--- src/sv/ssplit_pkg.sv ---
// shared types, character codes and lexer helpers for the sql statement splitter
package ssplit_pkg;

  // character codes
  localparam logic [7:0] CH_QUOTE = 8'h27;
  localparam logic [7:0] CH_SEMI  = 8'h3B;
  localparam logic [7:0] CH_DASH  = 8'h2D;
  localparam logic [7:0] CH_SLASH = 8'h2F;
  localparam logic [7:0] CH_STAR  = 8'h2A;
  localparam logic [7:0] CH_NL    = 8'h0A;
  localparam logic [7:0] CH_SP    = 8'h20;
  localparam logic [7:0] CH_TAB   = 8'h09;
  localparam logic [7:0] CH_CR    = 8'h0D;
  localparam logic [7:0] CH_FF    = 8'h0C;
  localparam logic [7:0] CH_VT    = 8'h0B;

  // lexer mode
  typedef enum logic [1:0] {
    LEX_NORMAL = 2'd0,
    LEX_STRING = 2'd1,
    LEX_LINE   = 2'd2,
    LEX_BLOCK  = 2'd3
  } lex_t;

  // byte held back until the next one decides its meaning
  typedef enum logic [1:0] {
    HOLD_NONE  = 2'd0,
    HOLD_DASH  = 2'd1,
    HOLD_SLASH = 2'd2,
    HOLD_QUOTE = 2'd3
  } hold_t;

  // result kind on the output channel
  typedef enum logic [1:0] {
    KIND_BYTE    = 2'd0,
    KIND_END     = 2'd1,
    KIND_STR_ERR = 2'd2,
    KIND_BLK_ERR = 2'd3
  } kind_t;

  // final action of one input beat
  typedef enum logic [2:0] {
    ACT_NONE    = 3'd0,
    ACT_EMIT    = 3'd1,
    ACT_SPACE   = 3'd2,
    ACT_CLOSE   = 3'd3,
    ACT_ERR_STR = 3'd4,
    ACT_ERR_BLK = 3'd5
  } act_t;

  // controller states
  typedef enum logic [1:0] {
    ST_IDLE  = 2'd0,
    ST_FLUSH = 2'd1,
    ST_HELD  = 2'd2,
    ST_ACT   = 2'd3
  } state_t;

  // commands from controller to datapath
  typedef struct packed {
    logic accept;
    logic flush_beat;
    logic held_beat;
    logic act_step;
  } cmd_t;

  // status from datapath to controller
  typedef struct packed {
    logic plan_pre;
    act_t plan_act;
    logic pre_l;
    act_t act_l;
    logic act_out_l;
    logic count_nz;
    logic flush_last;
    logic out_free;
  } sts_t;

  // plain-text handling of one byte
  typedef struct packed {
    act_t  act;
    hold_t held;
    logic  to_string;
  } np_t;

  function automatic logic is_space(input logic [7:0] c);
    return (c == CH_SP) || (c == CH_TAB) || (c == CH_NL) ||
           (c == CH_CR) || (c == CH_FF) || (c == CH_VT);
  endfunction

  function automatic np_t normal_plan(input logic [7:0] c);
    np_t r;
    r.act       = ACT_NONE;
    r.held      = HOLD_NONE;
    r.to_string = 1'b0;
    if (c == CH_QUOTE) begin
      r.act       = ACT_EMIT;
      r.to_string = 1'b1;
    end else if (c == CH_DASH) begin
      r.held = HOLD_DASH;
    end else if (c == CH_SLASH) begin
      r.held = HOLD_SLASH;
    end else if (c == CH_SEMI) begin
      r.act = ACT_CLOSE;
    end else if (is_space(c)) begin
      r.act = ACT_SPACE;
    end else begin
      r.act = ACT_EMIT;
    end
    return r;
  endfunction

endpackage

--- src/sv/sql_statement_splitter_core.sv ---
// sql statement splitter: removes comments, trims whitespace, splits on semicolons
// each beat is accepted, then takes a step per buffered whitespace byte it flushes, a
// step for a held dash or slash sent first and a step for its final action (whitespace,
// byte, semicolon, end of text); result steps also wait for a free output register
// a result shows on the output in the cycle after the step that makes it
// reset is synchronous and active low; the whitespace buffer is not cleared
module sql_statement_splitter_core #(
  parameter int SPACE_DEPTH = 16
) (
  input  logic        clk,
  input  logic        rst_n,
  input  logic        in_tvalid,
  output logic        in_tready,
  input  logic [7:0]  in_tdata,   // [7:0] text_byte
  input  logic        in_tuser,   // [0] mode
  output logic        out_tvalid,
  input  logic        out_tready,
  output logic [15:0] out_tdata,  // [7:0] out_byte, [8] space_dropped, [15:9] zero
  output logic [1:0]  out_tuser,  // [1:0] kind
  output logic        out_tlast
);

  ssplit_pkg::cmd_t cmd;
  ssplit_pkg::sts_t sts;
  logic [7:0]       obyte;
  logic             odrop;

  // sequencing
  ssplit_ctrl u_ctrl (
    .clk       (clk),
    .rst_n     (rst_n),
    .in_tvalid (in_tvalid),
    .in_tready (in_tready),
    .sts       (sts),
    .cmd       (cmd)
  );

  // lexer, buffer and output register
  ssplit_dp #(
    .SPACE_DEPTH (SPACE_DEPTH)
  ) u_dp (
    .clk         (clk),
    .rst_n       (rst_n),
    .in_byte     (in_tdata),
    .in_eot      (in_tuser),
    .cmd         (cmd),
    .sts         (sts),
    .out_tready  (out_tready),
    .out_valid   (out_tvalid),
    .out_kind    (out_tuser),
    .out_byte    (obyte),
    .out_dropped (odrop),
    .out_last    (out_tlast)
  );

  assign out_tdata = {7'b0, odrop, obyte};

endmodule

--- src/sv/ssplit_ctrl.sv ---
// controller state machine sequencing whitespace flush, held byte and final action
module ssplit_ctrl (
  input  logic              clk,
  input  logic              rst_n,
  input  logic              in_tvalid,
  output logic              in_tready,
  input  ssplit_pkg::sts_t  sts,
  output ssplit_pkg::cmd_t  cmd
);

  ssplit_pkg::state_t state_r;
  ssplit_pkg::state_t state_nxt;

  // state register
  always_ff @(posedge clk) begin
    if (!rst_n) begin
      state_r <= ssplit_pkg::ST_IDLE;
    end else begin
      state_r <= state_nxt;
    end
  end

  // next state
  always_comb begin
    state_nxt = state_r;
    case (state_r)
      ssplit_pkg::ST_IDLE: begin
        if (in_tvalid) begin
          if ((sts.plan_pre || sts.plan_act == ssplit_pkg::ACT_EMIT) && sts.count_nz) begin
            state_nxt = ssplit_pkg::ST_FLUSH;
          end else if (sts.plan_pre) begin
            state_nxt = ssplit_pkg::ST_HELD;
          end else if (sts.plan_act != ssplit_pkg::ACT_NONE) begin
            state_nxt = ssplit_pkg::ST_ACT;
          end
        end
      end
      ssplit_pkg::ST_FLUSH: begin
        if (sts.out_free && sts.flush_last) begin
          state_nxt = sts.pre_l ? ssplit_pkg::ST_HELD : ssplit_pkg::ST_ACT;
        end
      end
      ssplit_pkg::ST_HELD: begin
        if (sts.out_free) begin
          state_nxt = (sts.act_l == ssplit_pkg::ACT_NONE) ? ssplit_pkg::ST_IDLE
                                                          : ssplit_pkg::ST_ACT;
        end
      end
      ssplit_pkg::ST_ACT: begin
        if (!sts.act_out_l || sts.out_free) begin
          state_nxt = ssplit_pkg::ST_IDLE;
        end
      end
      default: begin
        state_nxt = ssplit_pkg::ST_IDLE;
      end
    endcase
  end

  // command outputs
  always_comb begin
    in_tready      = 1'b0;
    cmd.accept     = 1'b0;
    cmd.flush_beat = 1'b0;
    cmd.held_beat  = 1'b0;
    cmd.act_step   = 1'b0;
    case (state_r)
      ssplit_pkg::ST_IDLE: begin
        in_tready  = 1'b1;
        cmd.accept = in_tvalid;
      end
      ssplit_pkg::ST_FLUSH: begin
        cmd.flush_beat = sts.out_free;
      end
      ssplit_pkg::ST_HELD: begin
        cmd.held_beat = sts.out_free;
      end
      ssplit_pkg::ST_ACT: begin
        cmd.act_step = !sts.act_out_l || sts.out_free;
      end
      default: begin
        in_tready = 1'b0;
      end
    endcase
  end

endmodule

--- src/sv/ssplit_dp.sv ---
// datapath: lexer state, whitespace buffer and output register
module ssplit_dp #(
  parameter int SPACE_DEPTH = 16
) (
  input  logic              clk,
  input  logic              rst_n,
  input  logic [7:0]        in_byte,
  input  logic              in_eot,
  input  ssplit_pkg::cmd_t  cmd,
  output ssplit_pkg::sts_t  sts,
  input  logic              out_tready,
  output logic              out_valid,
  output logic [1:0]        out_kind,
  output logic [7:0]        out_byte,
  output logic              out_dropped,
  output logic              out_last
);

  localparam int CW = $clog2(SPACE_DEPTH + 1);
  localparam int AW = (SPACE_DEPTH > 1) ? $clog2(SPACE_DEPTH) : 1;
  localparam logic [CW-1:0] DEPTH_C = CW'(SPACE_DEPTH);

  // lexer state
  ssplit_pkg::lex_t  lex_r, lex_nxt;
  ssplit_pkg::hold_t held_r, held_nxt;
  logic              star_r, star_nxt;
  logic              open_r, open_nxt;
  logic [CW-1:0]     count_r, count_nxt;
  logic              over_r, over_nxt;
  logic [CW-1:0]     idx_r, idx_nxt;

  // latched plan of the current beat
  logic              pre_r;
  logic [7:0]        pre_byte_r;
  ssplit_pkg::act_t  act_r;
  logic              act_out_r;
  logic [7:0]        byte_r;

  // plan of the incoming beat
  logic              plan_pre;
  logic [7:0]        plan_pre_byte;
  ssplit_pkg::act_t  plan_act;
  logic              plan_act_out;
  ssplit_pkg::np_t   np;

  // whitespace buffer
  logic [7:0]        mem [SPACE_DEPTH];
  logic [7:0]        rd_data_r;
  logic              mem_we;

  // output register
  logic              out_valid_r, out_valid_nxt;
  logic              out_load;
  logic [1:0]        okind_nxt;
  logic [7:0]        obyte_nxt;
  logic              odrop_nxt;
  logic              olast_nxt;
  logic [1:0]        okind_r;
  logic [7:0]        obyte_r;
  logic              odrop_r;
  logic              olast_r;

  logic [CW-1:0]     idx_inc;
  logic              out_free;

  assign idx_inc  = idx_r + CW'(1);
  assign out_free = !out_valid_r || out_tready;

  // decode the incoming beat
  always_comb begin
    np            = ssplit_pkg::normal_plan(in_byte);
    plan_pre      = 1'b0;
    plan_pre_byte = (held_r == ssplit_pkg::HOLD_SLASH) ? ssplit_pkg::CH_SLASH
                                                       : ssplit_pkg::CH_DASH;
    plan_act      = ssplit_pkg::ACT_NONE;
    lex_nxt       = lex_r;
    held_nxt      = ssplit_pkg::HOLD_NONE;
    star_nxt      = star_r;
    if (in_eot) begin
      plan_pre = (lex_r == ssplit_pkg::LEX_NORMAL) &&
                 (held_r == ssplit_pkg::HOLD_DASH || held_r == ssplit_pkg::HOLD_SLASH);
      case (lex_r)
        ssplit_pkg::LEX_STRING: begin
          plan_act = (held_r == ssplit_pkg::HOLD_QUOTE) ? ssplit_pkg::ACT_CLOSE
                                                        : ssplit_pkg::ACT_ERR_STR;
        end
        ssplit_pkg::LEX_BLOCK: plan_act = ssplit_pkg::ACT_ERR_BLK;
        default:               plan_act = ssplit_pkg::ACT_CLOSE;
      endcase
      lex_nxt  = ssplit_pkg::LEX_NORMAL;
      star_nxt = 1'b0;
    end else begin
      case (lex_r)
        ssplit_pkg::LEX_NORMAL: begin
          if (held_r == ssplit_pkg::HOLD_DASH && in_byte == ssplit_pkg::CH_DASH) begin
            lex_nxt = ssplit_pkg::LEX_LINE;
          end else if (held_r == ssplit_pkg::HOLD_SLASH &&
                       in_byte == ssplit_pkg::CH_STAR) begin
            lex_nxt  = ssplit_pkg::LEX_BLOCK;
            star_nxt = 1'b0;
          end else begin
            plan_pre = (held_r == ssplit_pkg::HOLD_DASH) ||
                       (held_r == ssplit_pkg::HOLD_SLASH);
            plan_act = np.act;
            held_nxt = np.held;
            if (np.to_string) begin
              lex_nxt = ssplit_pkg::LEX_STRING;
            end
          end
        end
        ssplit_pkg::LEX_STRING: begin
          if (held_r == ssplit_pkg::HOLD_QUOTE) begin
            if (in_byte == ssplit_pkg::CH_QUOTE) begin
              plan_act = ssplit_pkg::ACT_EMIT;
            end else begin
              lex_nxt  = np.to_string ? ssplit_pkg::LEX_STRING : ssplit_pkg::LEX_NORMAL;
              plan_act = np.act;
              held_nxt = np.held;
            end
          end else begin
            plan_act = ssplit_pkg::ACT_EMIT;
            if (in_byte == ssplit_pkg::CH_QUOTE) begin
              held_nxt = ssplit_pkg::HOLD_QUOTE;
            end
          end
        end
        ssplit_pkg::LEX_LINE: begin
          if (in_byte == ssplit_pkg::CH_NL) begin
            lex_nxt  = ssplit_pkg::LEX_NORMAL;
            plan_act = ssplit_pkg::ACT_SPACE;
          end
        end
        default: begin
          if (star_r && in_byte == ssplit_pkg::CH_SLASH) begin
            lex_nxt  = ssplit_pkg::LEX_NORMAL;
            star_nxt = 1'b0;
          end else begin
            star_nxt = (in_byte == ssplit_pkg::CH_STAR);
          end
        end
      endcase
    end
  end

  // does the final action put out a result
  always_comb begin
    case (plan_act)
      ssplit_pkg::ACT_EMIT,
      ssplit_pkg::ACT_ERR_STR,
      ssplit_pkg::ACT_ERR_BLK: plan_act_out = 1'b1;
      ssplit_pkg::ACT_CLOSE:   plan_act_out = open_r || plan_pre;
      default:                 plan_act_out = 1'b0;
    endcase
  end

  // buffer bookkeeping and result selection
  always_comb begin
    open_nxt      = open_r;
    count_nxt     = count_r;
    over_nxt      = over_r;
    idx_nxt       = idx_r;
    mem_we        = 1'b0;
    out_load      = 1'b0;
    okind_nxt     = ssplit_pkg::KIND_BYTE;
    obyte_nxt     = 8'h00;
    odrop_nxt     = 1'b0;
    olast_nxt     = 1'b0;
    if (cmd.accept) begin
      idx_nxt = '0;
    end
    if (cmd.flush_beat) begin
      out_load  = 1'b1;
      obyte_nxt = rd_data_r;
      odrop_nxt = over_r;
      idx_nxt   = idx_inc;
    end
    if (cmd.held_beat) begin
      out_load  = 1'b1;
      obyte_nxt = pre_byte_r;
      odrop_nxt = over_r;
      olast_nxt = !act_out_r;
      count_nxt = '0;
      over_nxt  = 1'b0;
      open_nxt  = 1'b1;
    end
    if (cmd.act_step) begin
      case (act_r)
        ssplit_pkg::ACT_EMIT: begin
          out_load  = 1'b1;
          obyte_nxt = byte_r;
          odrop_nxt = over_r;
          olast_nxt = 1'b1;
          count_nxt = '0;
          over_nxt  = 1'b0;
          open_nxt  = 1'b1;
        end
        ssplit_pkg::ACT_SPACE: begin
          if (open_r) begin
            if (count_r < DEPTH_C) begin
              mem_we    = 1'b1;
              count_nxt = count_r + CW'(1);
            end else begin
              over_nxt = 1'b1;
            end
          end
        end
        ssplit_pkg::ACT_CLOSE: begin
          out_load  = open_r;
          okind_nxt = ssplit_pkg::KIND_END;
          olast_nxt = 1'b1;
          count_nxt = '0;
          over_nxt  = 1'b0;
          open_nxt  = 1'b0;
        end
        ssplit_pkg::ACT_ERR_STR,
        ssplit_pkg::ACT_ERR_BLK: begin
          out_load  = 1'b1;
          okind_nxt = (act_r == ssplit_pkg::ACT_ERR_STR) ? ssplit_pkg::KIND_STR_ERR
                                                         : ssplit_pkg::KIND_BLK_ERR;
          olast_nxt = 1'b1;
          count_nxt = '0;
          over_nxt  = 1'b0;
          open_nxt  = 1'b0;
        end
        default: begin
          out_load = 1'b0;
        end
      endcase
    end
    out_valid_nxt = out_load ? 1'b1 : (out_tready ? 1'b0 : out_valid_r);
  end

  // control registers
  always_ff @(posedge clk) begin
    if (!rst_n) begin
      lex_r       <= ssplit_pkg::LEX_NORMAL;
      held_r      <= ssplit_pkg::HOLD_NONE;
      star_r      <= 1'b0;
      open_r      <= 1'b0;
      count_r     <= '0;
      over_r      <= 1'b0;
      idx_r       <= '0;
      out_valid_r <= 1'b0;
    end else begin
      if (cmd.accept) begin
        lex_r  <= lex_nxt;
        held_r <= held_nxt;
        star_r <= star_nxt;
      end
      open_r      <= open_nxt;
      count_r     <= count_nxt;
      over_r      <= over_nxt;
      idx_r       <= idx_nxt;
      out_valid_r <= out_valid_nxt;
    end
  end

  // latched plan
  always_ff @(posedge clk) begin
    if (!rst_n) begin
      pre_r     <= 1'b0;
      act_r     <= ssplit_pkg::ACT_NONE;
      act_out_r <= 1'b0;
    end else if (cmd.accept) begin
      pre_r     <= plan_pre;
      act_r     <= plan_act;
      act_out_r <= plan_act_out;
    end
  end

  // latched bytes
  always_ff @(posedge clk) begin
    if (cmd.accept) begin
      byte_r     <= in_byte;
      pre_byte_r <= plan_pre_byte;
    end
  end

  // whitespace buffer, read data follows the next flush index
  always_ff @(posedge clk) begin
    if (mem_we) begin
      mem[count_r[AW-1:0]] <= byte_r;
    end
    rd_data_r <= mem[idx_nxt[AW-1:0]];
  end

  // output payload
  always_ff @(posedge clk) begin
    if (out_load) begin
      okind_r <= okind_nxt;
      obyte_r <= obyte_nxt;
      odrop_r <= odrop_nxt;
      olast_r <= olast_nxt;
    end
  end

  assign out_valid   = out_valid_r;
  assign out_kind    = okind_r;
  assign out_byte    = obyte_r;
  assign out_dropped = odrop_r;
  assign out_last    = olast_r;

  assign sts.plan_pre   = plan_pre;
  assign sts.plan_act   = plan_act;
  assign sts.pre_l      = pre_r;
  assign sts.act_l      = act_r;
  assign sts.act_out_l  = act_out_r;
  assign sts.count_nz   = (count_r != '0);
  assign sts.flush_last = (idx_inc == count_r);
  assign sts.out_free   = out_free;

  // buffer fill never passes its depth
  a_count_bound: assert property (@(posedge clk) disable iff (!rst_n)
    count_r <= DEPTH_C)
    else $error("whitespace count beyond buffer depth");

  // dropped bytes only once the buffer is full
  a_over_full: assert property (@(posedge clk) disable iff (!rst_n)
    over_r |-> (count_r == DEPTH_C))
    else $error("overflow mark with buffer not full");

  // a flush beat only reads written entries
  a_flush_range: assert property (@(posedge clk) disable iff (!rst_n)
    cmd.flush_beat |-> (idx_r < count_r))
    else $error("flush read beyond buffer fill");

  // a held byte is always a dash or a slash
  a_held_byte: assert property (@(posedge clk) disable iff (!rst_n)
    cmd.held_beat |-> (pre_byte_r == ssplit_pkg::CH_DASH ||
                       pre_byte_r == ssplit_pkg::CH_SLASH))
    else $error("held beat with unexpected byte");

endmodule

--- config.mk ---
export PLATFORM = sky130hd
export DESIGN_NAME = sql_statement_splitter_core
export DESIGN_NICKNAME = d
export VERILOG_FILES = /design/src/sv/ssplit_pkg.sv /design/src/sv/sql_statement_splitter_core.sv /design/src/sv/ssplit_ctrl.sv /design/src/sv/ssplit_dp.sv
export SDC_FILE = /design/constraint.sdc
export NUM_CORES = 1
export LEC_CHECK = 0
export BUFFER_PORTS_ARGS = -buffer_cell sky130_fd_sc_hd__buf_2
export CAP_MARGIN = 0
export CELL_PAD_IN_SITES_DETAIL_PLACEMENT = 1
export CELL_PAD_IN_SITES_GLOBAL_PLACEMENT = 2
export CORE_MARGIN = 8
export CORE_UTILIZATION = 45
export CTS_CLUSTER_DIAMETER = 30
export DETAILED_ROUTE_END_ITERATION = 16
export GPL_ROUTABILITY_DRIVEN = 0
export GPL_TIMING_DRIVEN = 0
export PLACE_DENSITY = 0.78
export SETUP_SLACK_MARGIN = 0.5
export SLEW_MARGIN = 5
export SYNTH_ARGS = -nofsm -noshare
export SYNTH_HDL_FRONTEND = slang
export SYNTH_HIERARCHICAL = 1
export SYNTH_SLANG_ARGS = --single-unit
--- constraint.sdc ---
create_clock -name clk -period 6 [get_ports clk]
set_clock_uncertainty 0.2 [all_clocks]
set_input_delay 0.9 -clock clk [delete_from_list [all_inputs] [get_ports clk]]
set_output_delay 0.9 -clock clk [all_outputs]
set_load 0.02 [all_outputs]
==> insert_results.sql <==
INSERT INTO impl_metrics (metric_group, metric, value, unit) VALUES
('clocking', 'clk_pin_slew_worst_paths', '80', 'ps'),
('worst_setup_path', 'endpoint_kind', 'flop', ''),
('worst_setup_path', 'r2r.worst_path.cells', '9', ''),
('synthesis', 'synthesis.instances', '565', ''),
('synthesis', 'synth.yosys.seq_area_share', '0.629', ''),
('worst_hold_path', 'hold_class', 'flop to flop', ''),
('clocking', 'cts_resized', '0', ''),
('global_routing', 'grt_usage', '0.186', ''),
('synthesis', 'ys_seq_elements', '182', ''),
('floorplan', 'placement_rows', '49', ''),
('finish', 'synthToLayoutAreaGrowth', '13.3', '%'),
('timing', 'final_setup_violation_count', '0', ''),
('synthesis', 'yosys.area.top_type', 'edfxtp_1', ''),
('place', 'place_worst_setup_slack', '1820', 'ps'),
('synthesis', 'synth_ff_type', 'edfxtp_1', ''),
('finish', 'final_layout_size_suffix_gt1_frac', '0.192', ''),
('worst_hold_path', 'worst_hold_path.endpoint', 'u_dp/star_r', ''),
('worst_hold_path', 'worstHoldStart', 'u_dp/star_r', ''),
('floorplan', 'die_height', '151', 'um'),
('place', 'dp_cells', '826', ''),
('floorplan', 'io-pin-count', '34', ''),
('worst_setup_path', 'worstSetupStartpoint', 'u_ctrl/state_r[0]', ''),
('worst_setup_path', 'cp-start-kind', 'flop', ''),
('timing', 'min_period_over_period', '0.593', ''),
('power_and_ir_drop', 'p_per_area', '398', 'nW/um^2'),
('detailed_routing', 'vias', '4969', ''),
('worst_setup_path', 'regToRegStartpoint', 'u_ctrl/state_r[0]', ''),
('synthesis', 'top_cells_by_area_in_the_synthesized_netlist', 'edfxtp_1 (55%), dfxtp_1 (8.1%), mux4_2 (6.6%)', ''),
('finish', 'finish.cell_count_without_fillers', '858', ''),
('detailed_routing', 'drt_drc_violations_left', '0', ''),
('synthesis', 'yosys_warnings', '6', ''),
('global_routing', 'grt_pass1_wl', '31.2', 'mm'),
('detailed_routing', 'routed_wire_length_per_instance', '23.4', 'um'),
('global_routing', 'grt.overflow.total', '0', ''),
('global_routing', 'grt_start_max_net_pins', '20', ''),
('synthesis', 'synth_enable_flop_cells', '149', ''),
('timing', 'rsz0062_at_grt', 'false', ''),
('clocking', 'holdBufCountCts', '0', ''),
('clocking', 'buffer_levels_on_the_longest_clock_path', '2', ''),
('place', 'dp.final_hpwl', '13.6', 'mm'),
('run', 'timing.max_cap.violations', '0', ''),
('clocking', 'post_cts_buffers', '0', ''),
('timing', 'fin_setup_tns', '0', 'ps'),
('power_and_ir_drop', 'worst_ir_drop_vdd', '0.258', 'mV'),
('worst_setup_path', 'reg2reg_to', 'u_dp/rd_data_r[7]', ''),
('timing', 'postLayoutSetupSlackWorst', '2440', 'ps'),
('synthesis', 'synth_async_sr_flop_share', '0', ''),
('clocking', 'cts_buffer_count', '17', ''),
('status', 'outcome', 'finished, final reports clean', ''),
('worst_setup_path', 'ff2ff_setup_slack', '2440', 'ps'),
('floorplan', 'initial_utilization', '0.456', ''),
('timing', 'finalMaxSlewViolations', '0', ''),
('detailed_routing', 'postRouteAntennaNets', '0', ''),
('clocking', 'insertion_delay', '440', 'ps'),
('global_routing', 'grt_antenna_before_repair', '0', ''),
('worst_setup_path', 'cp_data_required_time', '6080', 'ps'),
('synthesis', 'synthesized_area_divided_by_synthesized_cell_count', '14.4', 'um^2'),
('floorplan', 'design.core.area', '17900', 'um^2'),
('detailed_routing', 'drt-initial-drc-count', '278', ''),
('worst_setup_path', 'critPathArrivalTime', '3640', 'ps'),
('timing', 'hold_viol', '0', ''),
('floorplan', 'die_x', '151', 'um'),
('worst_setup_path', 'path_max_fanout', '12', ''),
('detailed_routing', 'drt-pass1-iter-count', '5', ''),
('detailed_routing', 'total_wire_length_after_detailed_routing', '20.1', 'mm'),
('worst_hold_path', 'count_of_cells_along_the_worst_hold_path', '2', ''),
('timing', 'relative_slew_slack', '0.257', ''),
('timing', 'period_needed', '3560', 'ps'),
('finish', 'final_net_count', '641', ''),
('synthesis', 'synthDistinctLibCells', '72', ''),
('clocking', 'cts_tree', 'done', '');
per-layer routing:
layer	routed length, um	up-vias	part of all wire	global-route usage
met2	10100	83	0.50	0.313
met1	8900	2580	0.44	0.233
met4	465	0	0.023	0.0653
met5	0	-	0	0
met3	590	27	0.029	0.0403
li1	-	2279	-	-
final cells by class:
cell class	instances	area (um^2)
Sequential cell	182	5130
Clock buffer	17	425
Fill cell	1767	8660
Inverter	20	75.1
Multi-Input combinational cell	327	2740
Clock inverter	15	208
Tap cell	229	287
Timing Repair Buffer	26	130
Buffer	42	243
flip-flops by register name, indices dropped and copies added (netlist names), 2 cells and up:
name	count
u_dp/act_r	3
u_dp/held_r	2
u_dp/out_byte	8
u_dp/mem	128
u_dp/count_r	5
u_dp/byte_r	8
u_dp/rd_data_r	8
u_ctrl/state_r	2
u_dp/idx_r	5
u_dp/out_kind	2
u_dp/lex_r	2
power by group:
group / total [mW] / switching (mW) / internal (mW) / leakage [nW]
registers: 1.65 / 0.113 / 1.53 / 1.62
clock network: 1.18 / 0.538 / 0.644 / 0.307
logic: 0.853 / 0.496 / 0.358 / 1.42
kinds of logic (layout without fill, tap and decap cells):
| kind of cell | Yosys count | in the layout | share of synthesized area |
|---|---|---|---|
| adder cells (fa/ha/maj) | 12 | 12 | 0.0184 |
| other | 1 | 7 | 0.000460 |
| AND/OR/NAND/NOR | 147 | 147 | 0.0931 |
| XOR/XNOR | 10 | 10 | 0.0107 |
| AO/OA/AOI/OAI | 88 | 88 | 0.0771 |
| buffers and inverters | 62 | 120 | 0.0390 |
| flip-flops | 182 | 182 | 0.629 |
| multiplexers | 63 | 63 | 0.132 |
critical path, cell delays in order, from the launching register on:
cell     delay [ps]
dfxtp_1         320
buf_6           130
nor2_2          220
and2_1          570
nor2_2          180
a22oi_1         580
buf_2           380
mux4_1          350
mux2i_1         310
mux2i_1         170
synthesized netlist by cell type (3+ instances only):
master and count:
a211oi_1 3, a21oi_1 16, a22oi_1 6, a311oi_1 4, a31oi_1 3, and2_1 4, and3_1 4, buf_2 8
buf_4 12, buf_6 4, clkbuf_1 17, dfxtp_1 33, edfxtp_1 149, ha_1 12, inv_1 20, mux2i_1 29
mux4_1 8, mux4_2 24, nand2_1 36, nand2b_1 5, nand3_1 10, nand4_1 5, nor2_1 42, nor2b_1 6
nor3_1 12, nor4_1 3, o2111ai_1 3, o211ai_1 3, o21ai_0 16, o21ai_1 3, o32ai_1 3, or3_1 3
xnor2_1 6, xor2_1 4
layout by cell type, fill, tap and decap left out, drive strengths merged, types with 6 or more instances in the layout:
master,instances
edfxtp,149
dfxtp,33
mux2i,30
inv,29
o21ai,19
nor2b,6
nor3,12
clkbuf,34
nor2,44
xnor2,6
buf,51
a21oi,16
nand2,36
a22oi,6
nand3,10
conb,7
mux4,32
ha,12
how the worst max path moves through the flow:
stage / end / slack [ps] / cells past startpoint
2_1_floorplan: u_dp/mem[3][0] / 2700 / 9
3_3_place_gp: u_dp/mem[3][2] / 1770 / 10
3_5_place_dp: u_dp/mem[1][2] / 1820 / 10
4_1_cts: u_dp/mem[1][6] / 2220 / 10
5_1_grt: u_dp/rd_data_r[1] / 2220 / 9
6_report: u_dp/rd_data_r[7] / 2440 / 9
metrics by stage:
stage / power [mW] / area, um^2 / hold WS (ps)
2_1_floorplan: 2.24 / 8180 / 239
3_3_place_gp: 2.50 / 8600 / 257
5_1_grt: 3.83 / 9250 / 283
3_5_place_dp: 2.53 / 8610 / 268
6_report: 3.68 / 9250 / 271
4_1_cts: 3.72 / 9240 / 275
(Power assumes the default switching activity.)
